[src/hdl/dps_pkg.sv]
// dps_pkg: shared types, codes and reset values for the display page sequencer.
// No dependencies; used by every module under hdl/.
`timescale 1ns / 1ps

package dps_pkg;

  localparam int unsigned CfgDataW  = 8;
  localparam int unsigned CfgIndexW = 3;
  localparam int unsigned PageW     = 8;

  typedef enum logic [1:0] {
    MODE_ROTATE = 2'd0,
    MODE_KEY    = 2'd1,
    MODE_HOLD   = 2'd2,
    MODE_FULL   = 2'd3
  } mode_t;

  typedef enum logic [1:0] {
    FUNC_TICK  = 2'd0,
    FUNC_KEY   = 2'd1,
    FUNC_SLEEP = 2'd2,
    FUNC_NONE  = 2'd3
  } func_t;

  localparam logic [CfgIndexW-1:0] CFG_ROTATE_COUNT       = 3'd0;
  localparam logic [CfgIndexW-1:0] CFG_KEY_COUNT          = 3'd1;
  localparam logic [CfgIndexW-1:0] CFG_ROTATE_TIME        = 3'd2;
  localparam logic [CfgIndexW-1:0] CFG_KEY_TIME           = 3'd3;
  localparam logic [CfgIndexW-1:0] CFG_KEY_TIME_UNPOWERED = 3'd4;

  localparam logic [CfgDataW-1:0] RST_ROTATE_COUNT       = 8'd4;
  localparam logic [CfgDataW-1:0] RST_KEY_COUNT          = 8'd4;
  localparam logic [CfgDataW-1:0] RST_ROTATE_TIME        = 8'd5;
  localparam logic [CfgDataW-1:0] RST_KEY_TIME           = 8'd5;
  localparam logic [CfgDataW-1:0] RST_KEY_TIME_UNPOWERED = 8'd5;

  typedef struct packed {
    logic [1:0] func;
    logic       power_off;
    logic       page_is_clock;
  } in_t;

  typedef struct packed {
    logic [1:0]       mode;
    logic [PageW-1:0] page_index;
    logic             refresh;
    logic             stay_awake;
  } out_t;

  typedef struct packed {
    logic [CfgDataW-1:0] rotate_count;
    logic [CfgDataW-1:0] key_count;
    logic [CfgDataW-1:0] rotate_time;
    logic [CfgDataW-1:0] key_time;
    logic [CfgDataW-1:0] key_time_unpowered;
  } cfg_t;

  typedef struct packed {
    mode_t            mode;
    logic [7:0]       countdown;
    logic [PageW-1:0] page_idx;
  } state_t;

  function automatic logic [PageW-1:0] next_page(input logic [PageW-1:0] idx,
                                                 input logic [CfgDataW-1:0] count);
    logic [PageW:0] n;
    n = {1'b0, idx} + {{PageW{1'b0}}, 1'b1};
    if (n >= {1'b0, count}) begin
      return '0;
    end
    return n[PageW-1:0];
  endfunction

endpackage

[src/hdl/dps_cfg.sv]
// dps_cfg: configuration register bank, written through a plain write port.
// Depends on dps_pkg.
`timescale 1ns / 1ps

module dps_cfg (
  input  logic                          clk,
  input  logic                          rst_n,
  input  logic                          cfg_we,
  input  logic [dps_pkg::CfgIndexW-1:0] cfg_index,
  input  logic [dps_pkg::CfgDataW-1:0]  cfg_wdata,
  output dps_pkg::cfg_t                 cfg
);
  import dps_pkg::*;

  cfg_t cfg_r;

  always_ff @(posedge clk) begin
    if (!rst_n) begin
      cfg_r.rotate_count       <= RST_ROTATE_COUNT;
      cfg_r.key_count          <= RST_KEY_COUNT;
      cfg_r.rotate_time        <= RST_ROTATE_TIME;
      cfg_r.key_time           <= RST_KEY_TIME;
      cfg_r.key_time_unpowered <= RST_KEY_TIME_UNPOWERED;
    end else if (cfg_we) begin
      case (cfg_index)
        CFG_ROTATE_COUNT:       cfg_r.rotate_count       <= cfg_wdata;
        CFG_KEY_COUNT:          cfg_r.key_count          <= cfg_wdata;
        CFG_ROTATE_TIME:        cfg_r.rotate_time        <= cfg_wdata;
        CFG_KEY_TIME:           cfg_r.key_time           <= cfg_wdata;
        CFG_KEY_TIME_UNPOWERED: cfg_r.key_time_unpowered <= cfg_wdata;
        default: ;
      endcase
    end
  end

  assign cfg = cfg_r;

endmodule

[src/hdl/dps_step.sv]
// dps_step: next-state and result logic for one event.
// Depends on dps_pkg.
`timescale 1ns / 1ps

module dps_step (
  input  dps_pkg::cfg_t   cfg,
  input  dps_pkg::state_t cur,
  input  dps_pkg::in_t    evt,
  output dps_pkg::state_t nxt,
  output dps_pkg::out_t   res
);
  import dps_pkg::*;

  logic [7:0]       cd_dec;
  logic [CfgDataW-1:0] kc;
  logic [PageW:0]   rot_n;
  logic             rot_wrap;
  logic             refresh;
  logic             awake;

  always_comb begin
    cd_dec   = (cur.countdown != 8'd0) ? cur.countdown - 8'd1 : 8'd0;
    kc       = (cfg.key_count == '0) ? CfgDataW'(1) : cfg.key_count;
    rot_n    = {1'b0, cur.page_idx} + {{PageW{1'b0}}, 1'b1};
    rot_wrap = rot_n >= {1'b0, cfg.rotate_count};
    nxt      = cur;
    refresh  = 1'b0;
    awake    = 1'b0;
    case (func_t'(evt.func))
      FUNC_TICK: begin
        refresh       = 1'b1;
        nxt.countdown = cd_dec;
        if (cd_dec == 8'd0) begin
          if (cur.mode == MODE_ROTATE) begin
            nxt.countdown = cfg.rotate_time;
            nxt.page_idx  = rot_wrap ? '0 : rot_n[PageW-1:0];
          end else if (cur.mode != MODE_HOLD) begin
            nxt.countdown = cfg.rotate_time;
            nxt.mode      = MODE_ROTATE;
            nxt.page_idx  = '0;
          end
        end
      end
      FUNC_KEY: begin
        refresh       = 1'b1;
        nxt.countdown = evt.power_off ? cfg.key_time_unpowered : cfg.key_time;
        if (cur.mode != MODE_KEY) begin
          nxt.mode     = MODE_KEY;
          nxt.page_idx = '0;
        end else begin
          nxt.page_idx = next_page(cur.page_idx, kc);
        end
      end
      FUNC_SLEEP: begin
        nxt.countdown = cd_dec;
        if (cd_dec != 8'd0) begin
          refresh = evt.page_is_clock;
          awake   = 1'b1;
        end else if (cur.mode == MODE_ROTATE) begin
          nxt.countdown = cfg.rotate_time;
          refresh       = 1'b1;
          nxt.page_idx  = rot_wrap ? '0 : rot_n[PageW-1:0];
          awake         = !rot_wrap;
        end
      end
      default: ;
    endcase
    res.mode       = nxt.mode;
    res.page_index = nxt.page_idx;
    res.refresh    = refresh;
    res.stay_awake = awake;
  end

endmodule

[src/hdl/display_page_sequencer_unit.sv]
// display_page_sequencer_unit: top level of the display page sequencer.
// Depends on dps_pkg, dps_cfg and dps_step.
//
//   channel | ports                          | transfer
//   input   | in_valid, in_ready, in_data    | valid & ready at clk rise
//   result  | out_valid, out_ready, out_data | valid & ready at clk rise
//   config  | cfg_we, cfg_index, cfg_wdata   | cfg_we at clk rise, no wait
//
// One event per cycle sustained while out_ready stays high; each event passes
// through the input register, then the result register.
// State update happens as an event moves from the input register to the
// result register, so back-to-back events see each other's effects.
// Synchronous active-low reset: mode full, countdown and page index zero.
// A stalled result holds the input register; in_ready drops only when both
// stages are full and out_ready is low.
`timescale 1ns / 1ps

module display_page_sequencer_unit (
  input  logic                          clk,
  input  logic                          rst_n,
  input  logic                          in_valid,
  output logic                          in_ready,
  input  dps_pkg::in_t                  in_data,
  output logic                          out_valid,
  input  logic                          out_ready,
  output dps_pkg::out_t                 out_data,
  input  logic                          cfg_we,
  input  logic [dps_pkg::CfgIndexW-1:0] cfg_index,
  input  logic [dps_pkg::CfgDataW-1:0]  cfg_wdata
);
  import dps_pkg::*;

  cfg_t   cfg;
  state_t state_r;
  state_t state_nxt;
  out_t   res_nxt;
  in_t    in_data_r;
  logic   in_valid_r;
  out_t   out_data_r;
  logic   out_valid_r;
  logic   advance;

  dps_cfg u_cfg (
    .clk       (clk),
    .rst_n     (rst_n),
    .cfg_we    (cfg_we),
    .cfg_index (cfg_index),
    .cfg_wdata (cfg_wdata),
    .cfg       (cfg)
  );

  dps_step u_step (
    .cfg (cfg),
    .cur (state_r),
    .evt (in_data_r),
    .nxt (state_nxt),
    .res (res_nxt)
  );

  assign advance  = in_valid_r && (!out_valid_r || out_ready);
  assign in_ready = !in_valid_r || advance;

  always_ff @(posedge clk) begin
    if (!rst_n) begin
      in_valid_r  <= 1'b0;
      out_valid_r <= 1'b0;
      state_r     <= '{mode: MODE_FULL, countdown: 8'd0, page_idx: '0};
    end else begin
      if (in_ready) begin
        in_valid_r <= in_valid;
      end
      if (advance) begin
        out_valid_r <= 1'b1;
        state_r     <= state_nxt;
      end else if (out_ready) begin
        out_valid_r <= 1'b0;
      end
    end
  end

  always_ff @(posedge clk) begin
    if (in_valid && in_ready) begin
      in_data_r <= in_data;
    end
    if (advance) begin
      out_data_r <= res_nxt;
    end
  end

  assign out_valid = out_valid_r;
  assign out_data  = out_data_r;

endmodule
[config.mk]
export PLATFORM = sky130hd
export DESIGN_NAME = display_page_sequencer_unit
export DESIGN_NICKNAME = d
export VERILOG_FILES = /design/src/hdl/dps_pkg.sv /design/src/hdl/dps_cfg.sv /design/src/hdl/dps_step.sv /design/src/hdl/display_page_sequencer_unit.sv
export SDC_FILE = /design/constraint.sdc
export NUM_CORES = 1
export LEC_CHECK = 0
export BUFFER_PORTS_ARGS = -buffer_cell sky130_fd_sc_hd__buf_2
export CORE_MARGIN = 8
export CORE_UTILIZATION = 64
export DETAILED_ROUTE_END_ITERATION = 6
export PLACE_DENSITY = 0.82
export REMOVE_ABC_BUFFERS = 1
export SYNTH_ARGS = -nofsm -noshare
export SYNTH_HDL_FRONTEND = slang
export SYNTH_SLANG_ARGS = --single-unit
[constraint.sdc]
create_clock -name clk -period 6.7 [get_ports clk]
set_clock_uncertainty 0.2 [all_clocks]
set_input_delay 1.675 -clock clk [delete_from_list [all_inputs] [get_ports clk]]
set_output_delay 1.675 -clock clk [all_outputs]
set_load 0.03 [all_outputs]
======== Word level (Yosys, flattened, before mapping) ========
Cells that the tools add are included.
word-level totals
  logic and storage cells ................. 78
  output and inout port bits .............. 14
  register bits ........................... 76
  input bits .............................. 20
operators by class
  eq/ne operators ......................... 8
  reductions and logical operators ........ 23
  $add $sub $neg .......................... 2
  order comparisons ....................... 2
  mux-type cells .......................... 26
operators with widths
  cell                                                                 number
  8-bit 2-to-1 mux                                                     7
  16-bit 2-to-1 mux                                                    3
  16-bit case mux with 3 select lines                                  1
  18-bit 2-to-1 mux                                                    2
  9-bit by 8-bit >= comparator with 1-bit output                       2
  8-bit zero test                                                      2
  8-bit nonzero test                                                   2
  2-bit AND reduction                                                  6
  8-bit by 1-bit adder with 9-bit output (second input constant)       1
  1-bit 2-to-1 mux                                                     9
  8-bit by 1-bit subtractor with 8-bit output (second input constant)  1
  3-bit by 2-bit == test with 1-bit output (second input constant)     2
  2-bit zero test                                                      2
  2-bit 2-to-1 mux                                                     2
  2-bit case mux with 2 select lines                                   1
  3-bit by 1-bit == test with 1-bit output (second input constant)     1
  3-bit == test (second input constant)                                1
  1-bit zero test                                                      3
  3-bit zero test                                                      1
  3-bit nonzero test                                                   1
  2-bit by 1-bit == test with 1-bit output (second input constant)     1
  2-bit == test (second input constant)                                1
  1-bit logical AND                                                    2
  1-bit logical OR                                                     2
  other kinds (5)                                                      5

======== Longest topological paths before layout ========
Gate-level depths: netlist of run 1.
  depth after elaboration ................. 9
  mapped depth ............................ 13
  mapped depth without buffers ............ 12

======== By module ========
Synthesis of run 1 repeated with hierarchy kept, for this count alone.
unflattened totals
  cell total of the unflattened synthesis .. 476
  area total of the unflattened synthesis .. 4349.2 µm²
modules (own cells, without submodules)
  module                       cells an instance  seq. area each (µm²)  area each (µm²)  times used
  dps_step                     228                0.0                   1522.7           1
  dps_cfg                      144                800.8                 1512.7           1
  display_page_sequencer_unit  104                880.8                 1313.8           1

======== Worst setup path after synthesis of run 1 ========
OpenSTA, ideal clock, no wires.
  kind .................................... input to output
  start ................................... in out_ready
  end ..................................... out in_ready
  data required time ...................... 4.825 ns
  slack ................................... 2.747 ns
  stages .................................. 2
  arrival time ............................ 2.078 ns
  cell sequence ........................... nor2b_1 > nand2_1
between the ends
  longest elaborated chain between the ends .. 3
ends and longest elaborated chain
  what               line                               source
  from (decl)        display_page_sequencer_unit.sv:25  input logic out_ready,
  1-bit logical OR   display_page_sequencer_unit.sv:60  assign advance = in_valid_r && (!out_valid_r || out_ready);
  1-bit logical AND  display_page_sequencer_unit.sv:60
  1-bit logical OR   display_page_sequencer_unit.sv:61  assign in_ready = !in_valid_r || advance;
  to (decl)          display_page_sequencer_unit.sv:22  output logic in_ready,
Every way passes these cells.

======== Worst setup path after layout of run 1 ========
Same ends and word-level chain as after synthesis.

==> summary.md, run 1 <==
| Metric | Value |
|---|---|
| Status | complete, no violations |
| Antenna Nets Post-Route | 0 |
| # DRC | 0 |
| WP buf/inv | 2 |
| Critical path's slowest cell | nor2b_1 |
| Core Region | 5850 sq um |
| Slew Limit Fails | 0 |
| N_diodes | 0 |
| Max-cap violation count | 0 |
| Design area | 4240 sq um |
| Seq/Total Area, Yosys | 0.441 |
| Min Clock Period, post-route | 4140 ps |
| CTS max path bufs | 2 |
| Worst-margin pin slew | 999 ps |
| Instance area at placement | 3980 sq um |
| Post-route clock period utilization | 0.618 |
| Most used DFF post-synth | dfxtp_1 |
| Vias | 3364 |
| Cell area after synthesis | 3810 sq um |
| Nets | 520 |
| Total Power | 1.05 mW |
| Latest clock arrival within the worst-skew pair | 350 ps |
| GR Overflow Total | 0 |
| Routed wire length | 8.82 mm |
| Synth Area per Inst | 8.28 sq um |
| Max Fclk | 241 MHz |
| Final non-filler cell total | 563 |
| Hold/Removal Path Class | reg -> reg |
| Post-synthesis register bit count | 76 |
| Layout cell share with drive strength beyond 1 | 0.121 |
| FP Rows | 28 |
| Pwr Density | 248 nW/um^2 |
| Worst reg2reg startpoint | state_r[0] |
| Rel. slew slack | 0.334 |
| Post-CTS setup buffers | 0 |
| Global-route wire length before repair | 14.7 mm |
| Final core utilization | 0.724 |
| Critical path data required time | 4830 ps |
| CP max FO | 4 |
| Fraction of registers with async set/reset | 0 |
| Largest net degree at the start of global routing | 36 |
| DIE AREA | 8680 sq um |
| Clock transition at path regs | 80 ps |
| Critical Path Start Type | input pin |
| Hold Startpoint | u_cfg.cfg[13] |
| Setup TNS | 0 ps |
| 1st-iter DRT viols | 212 |
| Worst flop-to-flop path endpoint | out_data[5] |
| Vias in the first global route | 3152 |
| Peak supply drop | 0.000169 V |
| Setup violators final | 0 |
| Synth warn | 0 |
| DRT Pass-1 Iters | 5 |
| Reg2Reg Depth | 12 |
| Setup WS post-layout | 2560 ps |
| Initial antenna violation count | 0 |
| Arr. time, crit path | 2270 ps |
| # resized after CTS | 0 |
| Critical path, cell by cell | buf_2 -> nor2b_1 -> nand2_1 -> buf_2 |
| CTS Buf Count | 9 |
| Worst Setup Path Type | in -> out |
| CP peak stage delay | 210 ps |
| Hold_buf cts | 0 |
| Clock Tree Root | clkbuf_8 |
| Via density | 5.98 |
| Cells after DPL | 547 |
| Number of enable flip-flop cells after synthesis | 16 |
| IO buf count | 33 |
| Dpl ws | 2580 ps |
| All-Layer GR Usage | 0.214 |
| Ports | 34 |
| Final HPWL DP | 6.19 mm |
| Area growth, synth to finish | 11.2% |
| H-tree lvl count | 3 |
| Die Width | 93.2 um |
| TritonCTS Sinks | 76 |
| Hold path depth | 2 |
| Initial core utilization | 0.651 |
| Drt wl/cell | 15.7 um |
| Leak Pwr | 1.71 nW |
| Post-Synthesis Cells | 460 |
| Reg-to-reg slack, setup | 2750 ps |
| CP dominant cell by count | buf_2 |
| Worst hold endpoint | u_cfg.cfg[13] |
| Worst Setup End Kind | output pin |
| Final Hold Viols | 0 |
| CTS tree | done |
| RSZ-0062 raised after global routing | no |
| Hold WS | 256 ps |
| Crit path max-delay family | simple AND/OR/NAND/NOR gates |
| Die Height | 93.2 um |
| Synth cell types | 50 |
| GPL Wtd Cong | 0.868 |
[worst min-delay path, delay by kind of cell (launching register included)]
kind            cells  cell delay, ps
compound gates      1              50
simple gates        1              50
flops               1             310
[layout by cell type (no fill, tap or decap), types with 4 or more instances in the layout]
master and count:
a21oi_1 51, nor3_1 6, nand2_1 112, mux2i_1 10, nor2b_1 5, o211ai_1 6, ha_1 17, nor2_1 24
o22ai_1 5, o21ai_0 22, buf_2 33, xnor2_1 4, edfxtp_1 16, nand2b_1 7, dfxtp_1 60, clkbuf_8 9
nand3_1 16, o221ai_1 6, inv_1 22, a21o_1 4
[kinds of logic (layout without fill, tap and decap cells)]
logic type                 Yosys count  after routing  share of synthesized area
and+or+nand+nor                    195            195                      0.229
AOI/OAI and AO/OA                  108            108                      0.176
DFF                                 76             76                      0.441
buffers and inverters               44             72                     0.0473
adders and majority gates           19             19                     0.0611
muxes                               11             11                     0.0292
xor gates and xnor gates             7              7                     0.0161
[worst max path at each step]
stage | endpoint | cells after the start | slack [ps] | start
after floorplan | in_ready | 2 | 2750 | out_ready
after global routing | in_ready | 4 | 2530 | out_ready
after global placement | in_ready | 4 | 2610 | out_ready
after detailed placement | in_ready | 4 | 2580 | out_ready
final | in_ready | 4 | 2560 | out_ready
after CTS | in_ready | 4 | 2570 | out_ready
[sequential cells by signal, summed over array words and instances, names as in the netlist]
name and count:
in_data_r 4, in_valid_r 1, out_data 12, out_valid 1, state_r 18, u_cfg.cfg 40
[per-layer routing]
metal | global-route usage | part of all wire | wire [um] | vias to the layer above
met5 | 0 | 0 | 0 | -
met4 | 0.0953 | 0.023 | 206 | 0
met3 | 0.0513 | 0.076 | 669 | 18
met2 | 0.349 | 0.47 | 4140 | 129
met1 | 0.262 | 0.43 | 3800 | 1581
li1 | - | - | - | 1636
[where the power goes]
group	internal [mW]	switching, mW	leakage (nW)
sequential	0.483	0.0139	0.637
combinational	0.0406	0.0730	0.945
clock	0.258	0.180	0.131
[area by class of cell]
class / instances / area (sq um)
well taps: 75 / 93.8
multi-input cells: 340 / 1950
clock buffers: 11 / 174
flip-flops and latches: 76 / 1680
repair buffers: 33 / 165
fillers: 474 / 1620
clock inverters: 5 / 86.3
inverters: 23 / 86.3
[Yosys cell counts, types with 2 or more instances]
cell        n  area share
buf_6       2      0.0059
and2_1      3      0.0049
o22ai_1     5      0.0082
nor4_1      2      0.0033
nor3_1      6      0.0079
o21ai_0    22       0.029
mux2i_1    10       0.026
o211ai_1    6       0.012
nand2b_1    7       0.011
o221ai_1    6       0.014
a31oi_1     2      0.0033
clkbuf_1   19       0.019
xnor2_1     4      0.0092
nand3b_1    2      0.0039
or3_1       2      0.0033
a21oi_1    51       0.067
a21o_1      4      0.0079
maj3_1      2      0.0053
or2_2       3      0.0049
edfxtp_1   16        0.13
inv_1      22       0.022
o32ai_1     3      0.0069
and3_1      3      0.0049
o31ai_1     2      0.0039
xor2_1      3      0.0069
dfxtp_1    60        0.32
nand2_1   112        0.11
nand3_1    16       0.021
nor2_1     24       0.024
ha_1       17       0.056
nor2b_1     5      0.0082
(Power assumes the default switching activity.)
==> run 2: changes to the inputs <==
--- a/config.mk
+++ b/config.mk
@@ -7,9 +7,9 @@
 export LEC_CHECK = 0
 export BUFFER_PORTS_ARGS = -buffer_cell sky130_fd_sc_hd__buf_2
 export CORE_MARGIN = 8
-export CORE_UTILIZATION = 64
+export CORE_UTILIZATION = 59
 export DETAILED_ROUTE_END_ITERATION = 6
-export PLACE_DENSITY = 0.82
+export PLACE_DENSITY = 0.76
 export REMOVE_ABC_BUFFERS = 1
 export SYNTH_ARGS = -nofsm -noshare
 export SYNTH_HDL_FRONTEND = slang
==> constraint.sdc (replaced) <==
create_clock -name clk -period 4 [get_ports clk]
set_clock_uncertainty 0.2 [all_clocks]
set_input_delay 1 -clock clk [delete_from_list [all_inputs] [get_ports clk]]
set_output_delay 1 -clock clk [all_outputs]
set_load 0.03 [all_outputs]
==> run 2 against run 1 <==
  * Worst setup slack worse by 2300 ps
  * Combinational power increased by 72%
  * Clock-buffer cell count grew 1
  * Largest power group unchanged
  * Highest routed layer unchanged
==> summary.md, run 2 (synthesis results as in run 1) <==
| Metric | Value |
|---|---|
| Status | complete, no violations |
| Multi-input combinational cell area | 1950 sq um |
| GPL Wtd Cong | 0.904 |
| Global-route wire length before repair | 14.7 mm |
| Total Power | 1.68 mW |
| TritonCTS Sinks | 76 |
| Vias | 3303 |
| Drt wl/cell | 15.8 um |
| Worst Setup End Kind | flip-flop |
| Rel. slew slack | 0.418 |
| Hold_buf cts | 0 |
| Largest net degree at the start of global routing | 36 |
| Min Clock Period, post-route | 3730 ps |
| Final Hold Viols | 0 |
| Max Fclk | 268 MHz |
| Commonest non-fill, non-tap cell in the layout | nand2_1 |
| Worst Setup Path Type | reg -> reg |
| Clock Tree Root | clkbuf_8 |
| Core Region | 6310 sq um |
| Die Height | 96.4 um |
| Most frequent cells in the layout | nand2_1 (112), dfxtp_1 (60), a21oi_1 (51) |
| Setup WS post-layout | 266 ps |
| Arr. time, crit path | 3790 ps |
| Slew Limit Fails | 0 |
| CTS tree | done |
| DIE AREA | 9290 sq um |
| Setup TNS | 0 ps |
| H-tree lvl count | 3 |
| Max-cap violation count | 0 |
| Hold/Removal Path Class | reg -> reg |
| Post-CTS setup buffers | 0 |
| DRT Pass-1 Iters | 5 |
| Setup violators final | 0 |
| 1st-iter DRT viols | 238 |
| Initial core utilization | 0.603 |
| Final HPWL DP | 6.33 mm |
| GR Overflow Total | 0 |
| Final core utilization | 0.670 |
| CTS Buf Count | 9 |
| Ports | 34 |
| Area growth, synth to finish | 11.0% |
| Critical Path Start Type | flip-flop |
| Largest register FFs | 40 |
| Die Width | 96.4 um |
| Reg area | 1680 sq um |
| Worst-margin pin slew | 873 ps |
| Post-route clock period utilization | 0.933 |
| Latest clock arrival within the worst-skew pair | 350 ps |
| Clock transition at path regs | 80 ps |
| IO buf count | 33 |
| FP Rows | 29 |
| Dpl ws | 386 ps |
| CP max FO | 12 |
| Peak supply drop | 0.000243 V |
| N_diodes | 0 |
| Routed wire length | 8.94 mm |
| Critical path data required time | 4060 ps |
| Pwr Density | 397 nW/um^2 |
| All-Layer GR Usage | 0.203 |
| Vias in the first global route | 3103 |
| Layout cell share with drive strength beyond 1 | 0.124 |
| Leak Pwr | 1.72 nW |
| RSZ-0062 raised after global routing | no |
| Final non-filler cell total | 567 |
| Via density | 5.83 |
| Fillers | 541 |
| Initial antenna violation count | 0 |
| Antenna Nets Post-Route | 0 |
| Nets | 523 |
| CTS max path bufs | 2 |
| # DRC | 0 |
| # resized after CTS | 0 |
| Cells after DPL | 552 |
run 2: routing by layer:
layer | wire length, um | global-route usage | vias to the layer above
li1 | - | - | 1644
met1 | 4120 | 0.268 | 1511
met2 | 4020 | 0.318 | 127
met3 | 597 | 0.0374 | 21
met4 | 195 | 0.0845 | 0
met5 | 0 | 0 | -
run 2: through the flow:
step | hold WS [ps] | cell area, sq um
2_1_floorplan | 233 | 3720
3_3_place_gp | 241 | 4000
3_5_place_dp | 246 | 4000
4_1_cts | 257 | 4230
6_report | 254 | 4230
5_1_grt | 276 | 4230
run 2: worst paths after layout:
| check | slack [ps] | endpoint | start | cells past startpoint |
|---|---|---|---|---|
| worst max-delay path | 270 | state_r[4] | state_r[0] | 12 |
| worst min-delay path | 250 | u_cfg.cfg[6] | u_cfg.cfg[6] | 2 |
| worst max register to register | 270 | state_r[4] | state_r[0] | 12 |
| worst min register to register | 250 | u_cfg.cfg[6] | u_cfg.cfg[6] | 2 |
run 2: final cells by class:
type                       instances  share of cell area
timing repair buffer              36              0.0444
tap                               77              0.0228
multi-input combinational        340               0.461
clock buffer                      12              0.0444
inverter                          23              0.0204
sequential                        76               0.398
clock inverter                     3             0.00947
run 2: critical path, cell delays in order (launching register included):
cell,delay (ps)
dfxtp_1,510
ha_1,260
nand3_1,150
xor2_1,280
inv_1,110
ha_1,300
a21o_1,160
a21oi_1,130
o21ai_0,110
maj3_1,420
a2111oi_4,520
nor2_2,200
o32ai_1,290
run 2: where the power goes:
group	switching [mW]	internal [mW]
Clock	0.274	0.376
Sequential	0.0230	0.809
Combinational	0.126	0.0700
Total	0.423	1.25
